--- config.mk ---
export PLATFORM = sky130hd
export DESIGN_NAME = length_prefixed_frame_splitter_core_flat
export DESIGN_NICKNAME = d
export VERILOG_FILES = /design/src/hw/rtl/lpfs_pkg.sv /design/src/hw/rtl/lpfs_if.sv /design/src/hw/rtl/lpfs_step.sv /design/src/hw/rtl/length_prefixed_frame_splitter_core.sv /design/src/flat_wrapper.sv
export SDC_FILE = /design/constraint.sdc
export NUM_CORES = 1
export LEC_CHECK = 0
export BUFFER_PORTS_ARGS = -buffer_cell sky130_fd_sc_hd__buf_2
export CORE_MARGIN = 2
export CORE_UTILIZATION = 50
export DETAILED_ROUTE_END_ITERATION = 10
export GPL_TIMING_DRIVEN = 1
export PLACE_DENSITY = 0.69
export RECOVER_POWER = 50
export SYNTH_ARGS = -nofsm -noshare
export SYNTH_HDL_FRONTEND = slang
export SYNTH_SLANG_ARGS = --single-unit
--- constraint.sdc ---
create_clock -name i_clk -period 11.7 [get_ports i_clk]
set_input_delay 1.17 -clock i_clk [delete_from_list [all_inputs] [get_ports i_clk]]
set_output_delay 1.17 -clock i_clk [all_outputs]
set_load 0.02 [all_outputs]
--- src/hw/rtl/lpfs_pkg.sv ---
// ----------------------------------------------------------------------------
// lpfs_pkg
// Types and constants shared by the length-prefixed frame splitter.
// ----------------------------------------------------------------------------
package lpfs_pkg;

    localparam int HEADER_CHARS = 4;
    localparam int HPOS_W       = $clog2(HEADER_CHARS + 1);
    localparam int LEN_W        = 14;

    localparam logic [LEN_W-1:0] LEN_MAX = '1;

    localparam logic [7:0] CH_NUL   = 8'h00;
    localparam logic [7:0] CH_SPACE = 8'h20;
    localparam logic [7:0] CH_TAB   = 8'h09;
    localparam logic [7:0] CH_CR    = 8'h0D;
    localparam logic [7:0] CH_PLUS  = 8'h2B;
    localparam logic [7:0] CH_ZERO  = 8'h30;
    localparam logic [7:0] CH_NINE  = 8'h39;

    typedef enum logic [1:0] {
        EV_NONE       = 2'd0,
        EV_INCOMPLETE = 2'd1,
        EV_HDR_ERROR  = 2'd2,
        EV_ZERO_FILL  = 2'd3
    } t_event;

    typedef enum logic [4:0] {
        PH_START   = 5'b00001,
        PH_SKIP    = 5'b00010,
        PH_HEADER  = 5'b00100,
        PH_PAYLOAD = 5'b01000,
        PH_DROP    = 5'b10000
    } t_phase;

    typedef enum logic [3:0] {
        NS_BLANK  = 4'b0001,
        NS_SIGN   = 4'b0010,
        NS_DIGITS = 4'b0100,
        NS_STOP   = 4'b1000
    } t_nstage;

    typedef struct packed {
        t_phase             phase;
        logic [HPOS_W-1:0]  hpos;
        t_nstage            nstage;
        logic               digit_seen;
        logic [LEN_W-1:0]   acc;
        logic [LEN_W-1:0]   remaining;
        logic               copy_active;
    } t_state;

    localparam t_state STATE_RESET = '{
        phase:       PH_START,
        hpos:        '0,
        nstage:      NS_BLANK,
        digit_seen:  1'b0,
        acc:         '0,
        remaining:   '0,
        copy_active: 1'b1
    };

    typedef struct packed {
        logic [7:0]       out_byte;
        logic             in_frame;
        logic             copy_byte;
        logic             frame_first;
        logic             frame_done;
        t_event           event_code;
        logic [LEN_W-1:0] payload_length;
    } t_result;

endpackage

--- src/hw/rtl/lpfs_if.sv ---
// ----------------------------------------------------------------------------
// lpfs request and result channels
// Valid/ready channels for input bytes and per-byte results.
// ----------------------------------------------------------------------------
interface lpfs_req_if;
    logic       valid;
    logic       ready;
    logic [7:0] data_byte;
    logic       buffer_last;

    modport source (output valid, output data_byte, output buffer_last, input ready);
    modport sink   (input valid, input data_byte, input buffer_last, output ready);
endinterface

interface lpfs_res_if;
    logic        valid;
    logic        ready;
    logic [7:0]  out_byte;
    logic        in_frame;
    logic        copy_byte;
    logic        frame_first;
    logic        frame_done;
    logic [1:0]  event_code;
    logic [13:0] payload_length;

    modport source (output valid, output out_byte, output in_frame, output copy_byte,
                    output frame_first, output frame_done, output event_code,
                    output payload_length, input ready);
    modport sink   (input valid, input out_byte, input in_frame, input copy_byte,
                    input frame_first, input frame_done, input event_code,
                    input payload_length, output ready);
endinterface

--- src/hw/rtl/lpfs_step.sv ---
// ----------------------------------------------------------------------------
// lpfs_step
// Next-state and result logic for one buffer byte.
// ----------------------------------------------------------------------------
module lpfs_step
    import lpfs_pkg::*;
(
    input  t_state     i_state,
    input  logic [7:0] i_byte,
    input  logic       i_last,
    output t_state     o_state,
    output t_result    o_result
);

    logic                dig;
    logic                blank;
    logic                handled;
    logic [3:0]          dval;
    logic [LEN_W+3:0]    prod;
    logic [LEN_W-1:0]    acc_dig;

    assign dig   = (i_byte >= CH_ZERO) && (i_byte <= CH_NINE);
    assign blank = (i_byte == CH_SPACE) || ((i_byte >= CH_TAB) && (i_byte <= CH_CR));
    assign dval  = 4'(i_byte - CH_ZERO);

    // acc*10 + digit, saturated; acc is taken from the frame-start-adjusted state
    always_comb begin
        logic [LEN_W-1:0] a;
        a = (i_state.phase == PH_HEADER) ? i_state.acc : '0;
        prod = {1'b0, a, 3'b000} + {3'b000, a, 1'b0} + (LEN_W+4)'(dval);
        acc_dig = (prod > (LEN_W+4)'(LEN_MAX)) ? LEN_MAX : prod[LEN_W-1:0];
    end

    always_comb begin
        o_state  = i_state;
        o_result = '0;
        o_result.out_byte   = i_byte;
        o_result.event_code = EV_NONE;
        handled  = 1'b0;

        if (i_state.phase == PH_SKIP && i_byte == CH_NUL) begin
            o_result.event_code = EV_ZERO_FILL;
            handled = 1'b1;
        end else if (i_state.phase == PH_DROP) begin
            handled = 1'b1;
        end else if (i_state.phase != PH_HEADER && i_state.phase != PH_PAYLOAD) begin
            o_result.frame_first = 1'b1;
            o_state       = STATE_RESET;
            o_state.phase = PH_HEADER;
        end

        if (!handled) begin
            o_result.in_frame = 1'b1;
            if (i_byte == CH_NUL) begin
                o_state.copy_active = 1'b0;
            end
            o_result.copy_byte = o_state.copy_active;
            if (o_state.phase == PH_HEADER) begin
                if (o_state.hpos < HPOS_W'(HEADER_CHARS)) begin
                    if (i_byte == CH_NUL) begin
                        o_state.nstage = NS_STOP;
                    end else begin
                        case (o_state.nstage)
                            NS_BLANK: begin
                                if (i_byte == CH_PLUS) begin
                                    o_state.nstage = NS_SIGN;
                                end else if (dig) begin
                                    o_state.nstage     = NS_DIGITS;
                                    o_state.acc        = acc_dig;
                                    o_state.digit_seen = 1'b1;
                                end else if (!blank) begin
                                    o_state.nstage = NS_STOP;
                                end
                            end
                            NS_SIGN, NS_DIGITS: begin
                                if (dig) begin
                                    o_state.nstage     = NS_DIGITS;
                                    o_state.acc        = acc_dig;
                                    o_state.digit_seen = 1'b1;
                                end else begin
                                    o_state.nstage = NS_STOP;
                                end
                            end
                            default: ;
                        endcase
                    end
                    o_state.hpos = o_state.hpos + HPOS_W'(1);
                end else if (!o_state.digit_seen) begin
                    o_result.event_code = EV_HDR_ERROR;
                    o_state.phase       = PH_DROP;
                end else if (o_state.acc == '0) begin
                    o_result.frame_done = 1'b1;
                    o_state.phase       = PH_SKIP;
                end else begin
                    o_state.remaining = o_state.acc;
                    o_state.phase     = PH_PAYLOAD;
                end
            end else begin
                o_state.remaining = o_state.remaining - LEN_W'(1);
                if (o_state.remaining == '0) begin
                    o_result.frame_done     = 1'b1;
                    o_result.payload_length = o_state.acc;
                    o_state.phase           = PH_SKIP;
                end
            end
        end

        if (i_last) begin
            if (o_state.phase == PH_HEADER || o_state.phase == PH_PAYLOAD) begin
                o_result.event_code = EV_INCOMPLETE;
            end
            o_state.phase = PH_START;
        end
    end

endmodule

--- src/hw/rtl/length_prefixed_frame_splitter_core.sv ---
// ----------------------------------------------------------------------------
// length_prefixed_frame_splitter_core
// Splits read-buffer bytes into length-prefixed frames, one result per byte.
// ----------------------------------------------------------------------------
// channel  | dir | fields
// i_req    | in  | data_byte[7:0], buffer_last
// o_res    | out | out_byte, in_frame, copy_byte, frame_first, frame_done,
//          |     | event_code[1:0], payload_length[13:0]
//
// One byte per cycle sustained while o_res is ready; an input register, then a
// result register, with the frame state updated as a byte moves between them.
// Synchronous active-low reset clears the frame state to buffer start.
// A stall on o_res holds the result; i_req still takes a byte while the input
// register is free.
// ----------------------------------------------------------------------------
module length_prefixed_frame_splitter_core
    import lpfs_pkg::*;
(
    input  logic         i_clk,
    input  logic         i_rst_n,
    lpfs_req_if.sink     i_req,
    lpfs_res_if.source   o_res
);

    logic       r_in_valid;
    logic [7:0] r_in_byte;
    logic       r_in_last;
    logic       r_out_valid;
    t_result    r_out;
    t_state     r_state;
    t_state     n_state;
    t_result    w_res;
    logic       w_adv;

    assign w_adv       = !r_out_valid || o_res.ready;
    assign i_req.ready = !r_in_valid || w_adv;

    lpfs_step u_step (
        .i_state  (r_state),
        .i_byte   (r_in_byte),
        .i_last   (r_in_last),
        .o_state  (n_state),
        .o_result (w_res)
    );

    always_ff @(posedge i_clk) begin
        if (!i_rst_n) begin
            r_in_valid  <= 1'b0;
            r_out_valid <= 1'b0;
            r_state     <= STATE_RESET;
        end else begin
            if (i_req.ready) begin
                r_in_valid <= i_req.valid;
            end
            if (w_adv) begin
                r_out_valid <= r_in_valid;
            end
            if (r_in_valid && w_adv) begin
                r_state <= n_state;
            end
        end
    end

    always_ff @(posedge i_clk) begin
        if (i_req.valid && i_req.ready) begin
            r_in_byte <= i_req.data_byte;
            r_in_last <= i_req.buffer_last;
        end
        if (r_in_valid && w_adv) begin
            r_out <= w_res;
        end
    end

    assign o_res.valid          = r_out_valid;
    assign o_res.out_byte       = r_out.out_byte;
    assign o_res.in_frame       = r_out.in_frame;
    assign o_res.copy_byte      = r_out.copy_byte;
    assign o_res.frame_first    = r_out.frame_first;
    assign o_res.frame_done     = r_out.frame_done;
    assign o_res.event_code     = r_out.event_code;
    assign o_res.payload_length = r_out.payload_length;

`ifndef SYNTHESIS
    a_first_not_done: assert property (@(posedge i_clk) disable iff (!i_rst_n)
        o_res.valid |-> !(o_res.frame_first && o_res.frame_done))
        else $error("frame start and frame end on the same byte");

    a_fill_outside: assert property (@(posedge i_clk) disable iff (!i_rst_n)
        (o_res.valid && o_res.event_code == EV_ZERO_FILL) |-> !o_res.in_frame)
        else $error("zero fill byte marked in frame");

    a_copy_in_frame: assert property (@(posedge i_clk) disable iff (!i_rst_n)
        (o_res.valid && o_res.copy_byte) |-> o_res.in_frame)
        else $error("copied byte outside a frame");

    a_len_on_done: assert property (@(posedge i_clk) disable iff (!i_rst_n)
        (o_res.valid && o_res.payload_length != '0) |-> o_res.frame_done)
        else $error("payload length without frame end");

    a_drop_silent: assert property (@(posedge i_clk) disable iff (!i_rst_n)
        (r_in_valid && w_adv && r_state.phase == PH_DROP) |=> !r_out.in_frame)
        else $error("dropped byte marked in frame");
`endif

endmodule

--- src/flat_wrapper.sv ---
// flat-port wrapper written by rule: the top's interface ports become plain ports
module length_prefixed_frame_splitter_core_flat import lpfs_pkg::*;
  (i_clk, i_rst_n, i_req_valid, i_req_data_byte, i_req_buffer_last, i_req_ready, o_res_valid, o_res_out_byte, o_res_in_frame, o_res_copy_byte, o_res_frame_first, o_res_frame_done, o_res_event_code, o_res_payload_length, o_res_ready);
  lpfs_req_if i_req_i ();
  lpfs_res_if o_res_i ();
  input  logic i_clk;
  input  logic i_rst_n;
  input wire logic [$bits(i_req_i.valid)-1:0] i_req_valid;
  input wire logic [$bits(i_req_i.data_byte)-1:0] i_req_data_byte;
  input wire logic [$bits(i_req_i.buffer_last)-1:0] i_req_buffer_last;
  output wire logic [$bits(i_req_i.ready)-1:0] i_req_ready;
  output wire logic [$bits(o_res_i.valid)-1:0] o_res_valid;
  output wire logic [$bits(o_res_i.out_byte)-1:0] o_res_out_byte;
  output wire logic [$bits(o_res_i.in_frame)-1:0] o_res_in_frame;
  output wire logic [$bits(o_res_i.copy_byte)-1:0] o_res_copy_byte;
  output wire logic [$bits(o_res_i.frame_first)-1:0] o_res_frame_first;
  output wire logic [$bits(o_res_i.frame_done)-1:0] o_res_frame_done;
  output wire logic [$bits(o_res_i.event_code)-1:0] o_res_event_code;
  output wire logic [$bits(o_res_i.payload_length)-1:0] o_res_payload_length;
  input wire logic [$bits(o_res_i.ready)-1:0] o_res_ready;
  assign i_req_i.valid = i_req_valid;
  assign i_req_i.data_byte = i_req_data_byte;
  assign i_req_i.buffer_last = i_req_buffer_last;
  assign i_req_ready = i_req_i.ready;
  assign o_res_valid = o_res_i.valid;
  assign o_res_out_byte = o_res_i.out_byte;
  assign o_res_in_frame = o_res_i.in_frame;
  assign o_res_copy_byte = o_res_i.copy_byte;
  assign o_res_frame_first = o_res_i.frame_first;
  assign o_res_frame_done = o_res_i.frame_done;
  assign o_res_event_code = o_res_i.event_code;
  assign o_res_payload_length = o_res_i.payload_length;
  assign o_res_i.ready = o_res_ready;
  length_prefixed_frame_splitter_core u_core (.i_clk(i_clk), .i_rst_n(i_rst_n), .i_req(i_req_i), .o_res(o_res_i));
endmodule
==> impl_metrics.json <==
{
  "die_w_um": 102.9,
  "die_h_um": 102.9,
  "area_growth_pct": 9.647,
  "grt_pass1_vias": 4110,
  "antenna_found_initial": 0,
  "cpPeakStageDelay_ns": 1.02,
  "numClockSinks": 81,
  "ys.flop_type": "dfxtp_1",
  "viasPerCell": 6.053,
  "insertion_delay_ns": 0.37,
  "synth.area.top_cells": "edfxtp_1 23%, dfxtp_1 18%, ha_1 7.7%",
  "path_clk_slew_ns": 0.09,
  "slew_viol_final": 0,
  "fillers": 909,
  "async_reset_ff_frac": 0,
  "start_kind": "flip-flop",
  "cts-hold-fix-buffers": 0,
  "fmax_mhz": 201.6,
  "antenna_cells": 0,
  "timing.hold.ws_ns": 0.4603,
  "numCtsBuffers": 9,
  "io_pins": 43,
  "arrival_ns": 5.18,
  "num-nets-final": 625,
  "timing.final.crit_share": 0.4239,
  "worstMarginPinSlew_ns": 1.332,
  "clock-root-buffer": "clkbuf_8",
  "row_count": 36,
  "timing.setup.tns_ns": 0,
  "synth_cell_types": 59,
  "final_cell_mix": "56 x a21oi_1, 54 x nand2_1, 44 x nor2_1, 44 x dfxtp_1, 37 x edfxtp_1",
  "coreArea_um2": 9639,
  "finalClockSkew_ns": 0.01042,
  "fin_area_um2": 5361,
  "die-area_um2": 10590,
  "num_vias": 4352,
  "min_period_ns": 4.959,
  "drive_gt1_frac": 0.07338,
  "syn_area_um2": 4890,
  "synth-seq-cells": 81,
  "cp_common_cell": "nor3_1",
  "slew_headroom": 0.1123,
  "routed_wl_um": 12420,
  "drc": 0,
  "ctsResizeCount": 0,
  "hold_path.class": "reg -> reg",
  "synth_top_area_cell": "edfxtp_1",
  "critical_path_class": "reg -> reg",
  "synth.avg_cell_area_um2": 8.874,
  "status": "finished clean",
  "placed_area_um2": 5197,
  "grt_setup_unrepaired": "false",
  "gp_congestion": 0.9135,
  "drt_pass1_iterations": 5,
  "cp_cell_sequence": "nor3_1 -> nand2_1 -> nor2_1 -> ha_1 -> fa_1 -> a211oi_1 -> o21ai_1 -> a41oi_1 -> a21oi_1 -> xnor2_1 -> nand4_1 -> a2111oi_0 -> nor3_1",
  "port_buffers": 42,
  "synth_enable_flop_cells": 37,
  "htreeDepth": 3,
  "critPathMaxFanout": 16,
  "endpoint_kind": "flip-flop",
  "p_leak_nw": 1.992,
  "cp_slowest_cell": "nor3_1",
  "postCtsSetupBuffers": 0,
  "cap_violations": 0,
  "power-per-cell-area_nw_per_um2": 105.5,
  "cts_tree": "done",
  "drt-initial-drc-count": 256,
  "synth_warnings": 0,
  "final-setup-viol-count": 0,
  "grt_usage": 0.2518,
  "irDropWorstVdd_v": 0.00008058,
  "wl_per_cell_um": 17.27,
  "ant_nets": 0,
  "finalHoldViolations": 0,
  "start_util": 0.5073,
  "yosysTopAreaCellShare": 0.2272,
  "crit_required_ns": 11.92,
  "overflow": 0,
  "syn_nets": 595,
  "synthCells": 551,
  "synth.yosys.seq_area_share": 0.4074,
  "grt_max_degree": 29,
  "grt_pass1_wl_um": 20520,
  "cts_buffer_depth": 2,
  "hpwl_um": 9026,
  "mostFrequentLayoutCell": "a21oi_1"
}
-- synthesized netlist by cell type (5+ instances only) --
cell / number
clkbuf_1: 23
nand4_1: 7
a22oi_1: 5
ha_1: 30
nor2b_1: 6
nor4_1: 9
o21ai_0: 21
or3_1: 5
xnor2_1: 16
buf_2: 5
nand2_1: 54
o211ai_1: 9
inv_1: 6
nor2_1: 44
o22ai_1: 5
edfxtp_1: 37
nor3_1: 20
a21oi_1: 56
nand3_1: 16
dfxtp_1: 44
mux2i_1: 5
and2_1: 27
a211oi_1: 8
and3_1: 16
xor2_1: 5
o21ai_1: 11
-- cells by family after synthesis --
kind of cell             count (synthesis)  share of synthesized area
buffers and inverters                   38                    0.03045
AO/OA/AOI/OAI                          143                     0.1819
flip-flops                              81                     0.4074
multiplexers                             5                    0.01024
adder cells (fa/ha/maj)                 31                    0.08086
AND/OR/NAND/NOR                        232                     0.2515
XOR/XNOR                                21                    0.03761
-- state kept, by name, indices dropped and copies added, names as in the netlist --
name	flops
u_core.o_res.copy_byte	1
u_core.o_res.event_code	2
u_core.o_res.frame_done	1
u_core.o_res.frame_first	1
u_core.o_res.in_frame	1
u_core.o_res.out_byte	8
u_core.o_res.payload_length	14
u_core.o_res.valid	1
u_core.r_in_byte	8
u_core.r_in_last	1
u_core.r_in_valid	1
u_core.r_state	42
-- through the flow --
stage               std cells  power [mW]    util  worst slack (ns)
global route              719      0.5837  0.5562             6.120
global placement          703      0.3538  0.5392             7.017
finish                    719      0.5658  0.5562             6.741
CTS                       719      0.5683  0.5609             6.832
detailed placement        703      0.3548  0.5392             6.854
floorplan                 551      0.3412       -             8.020
-- worst max-delay path, delay by kind of cell (launching register included) --
| kind | cells | cell delay (ns) |
|---|---|---|
| AND/OR/NAND/NOR | 5 | 2.05 |
| AO/OA/AOI/OAI | 5 | 1.50 |
| adder cells (fa/ha/maj) | 2 | 0.77 |
| flip-flops | 1 | 0.35 |
| XOR/XNOR | 1 | 0.14 |
-- area by class of cell --
type	instances	area [um^2]	area share
well taps	133	166.4	0.03104
multi-input cells	432	2754	0.5137
flip-flops and latches	81	1992	0.3715
inverters	10	37.54	0.007001
clock inverters	7	85.08	0.01587
repair buffers	47	202.7	0.03781
clock buffers	9	123.9	0.02310
-- report_power, final --
group | internal (mW) | switching, mW
sequential | 0.304 | 0.00656
combinational | 0.0106 | 0.0260
clock | 0.103 | 0.115
total | 0.418 | 0.148
-- routing by layer --
layer	vias up	routed length [um]	track usage
met2	174	5624	0.3991
li1	2112	-	-
met5	-	0	0
met1	2041	5678	0.3470
met4	0	272	0.09413
met3	25	844	0.04136
-- final timing paths --
check	slack [ns]	to	cells after the start	from
max	6.74	u_core.r_state[18]	13	u_core.r_state[41]
min	0.46	u_core.r_state[35]	2	u_core.r_state[35]
max reg2reg	6.74	u_core.r_state[18]	13	u_core.r_state[41]
min reg2reg	0.46	u_core.r_state[35]	2	u_core.r_state[35]
(Power assumes the default switching activity.)
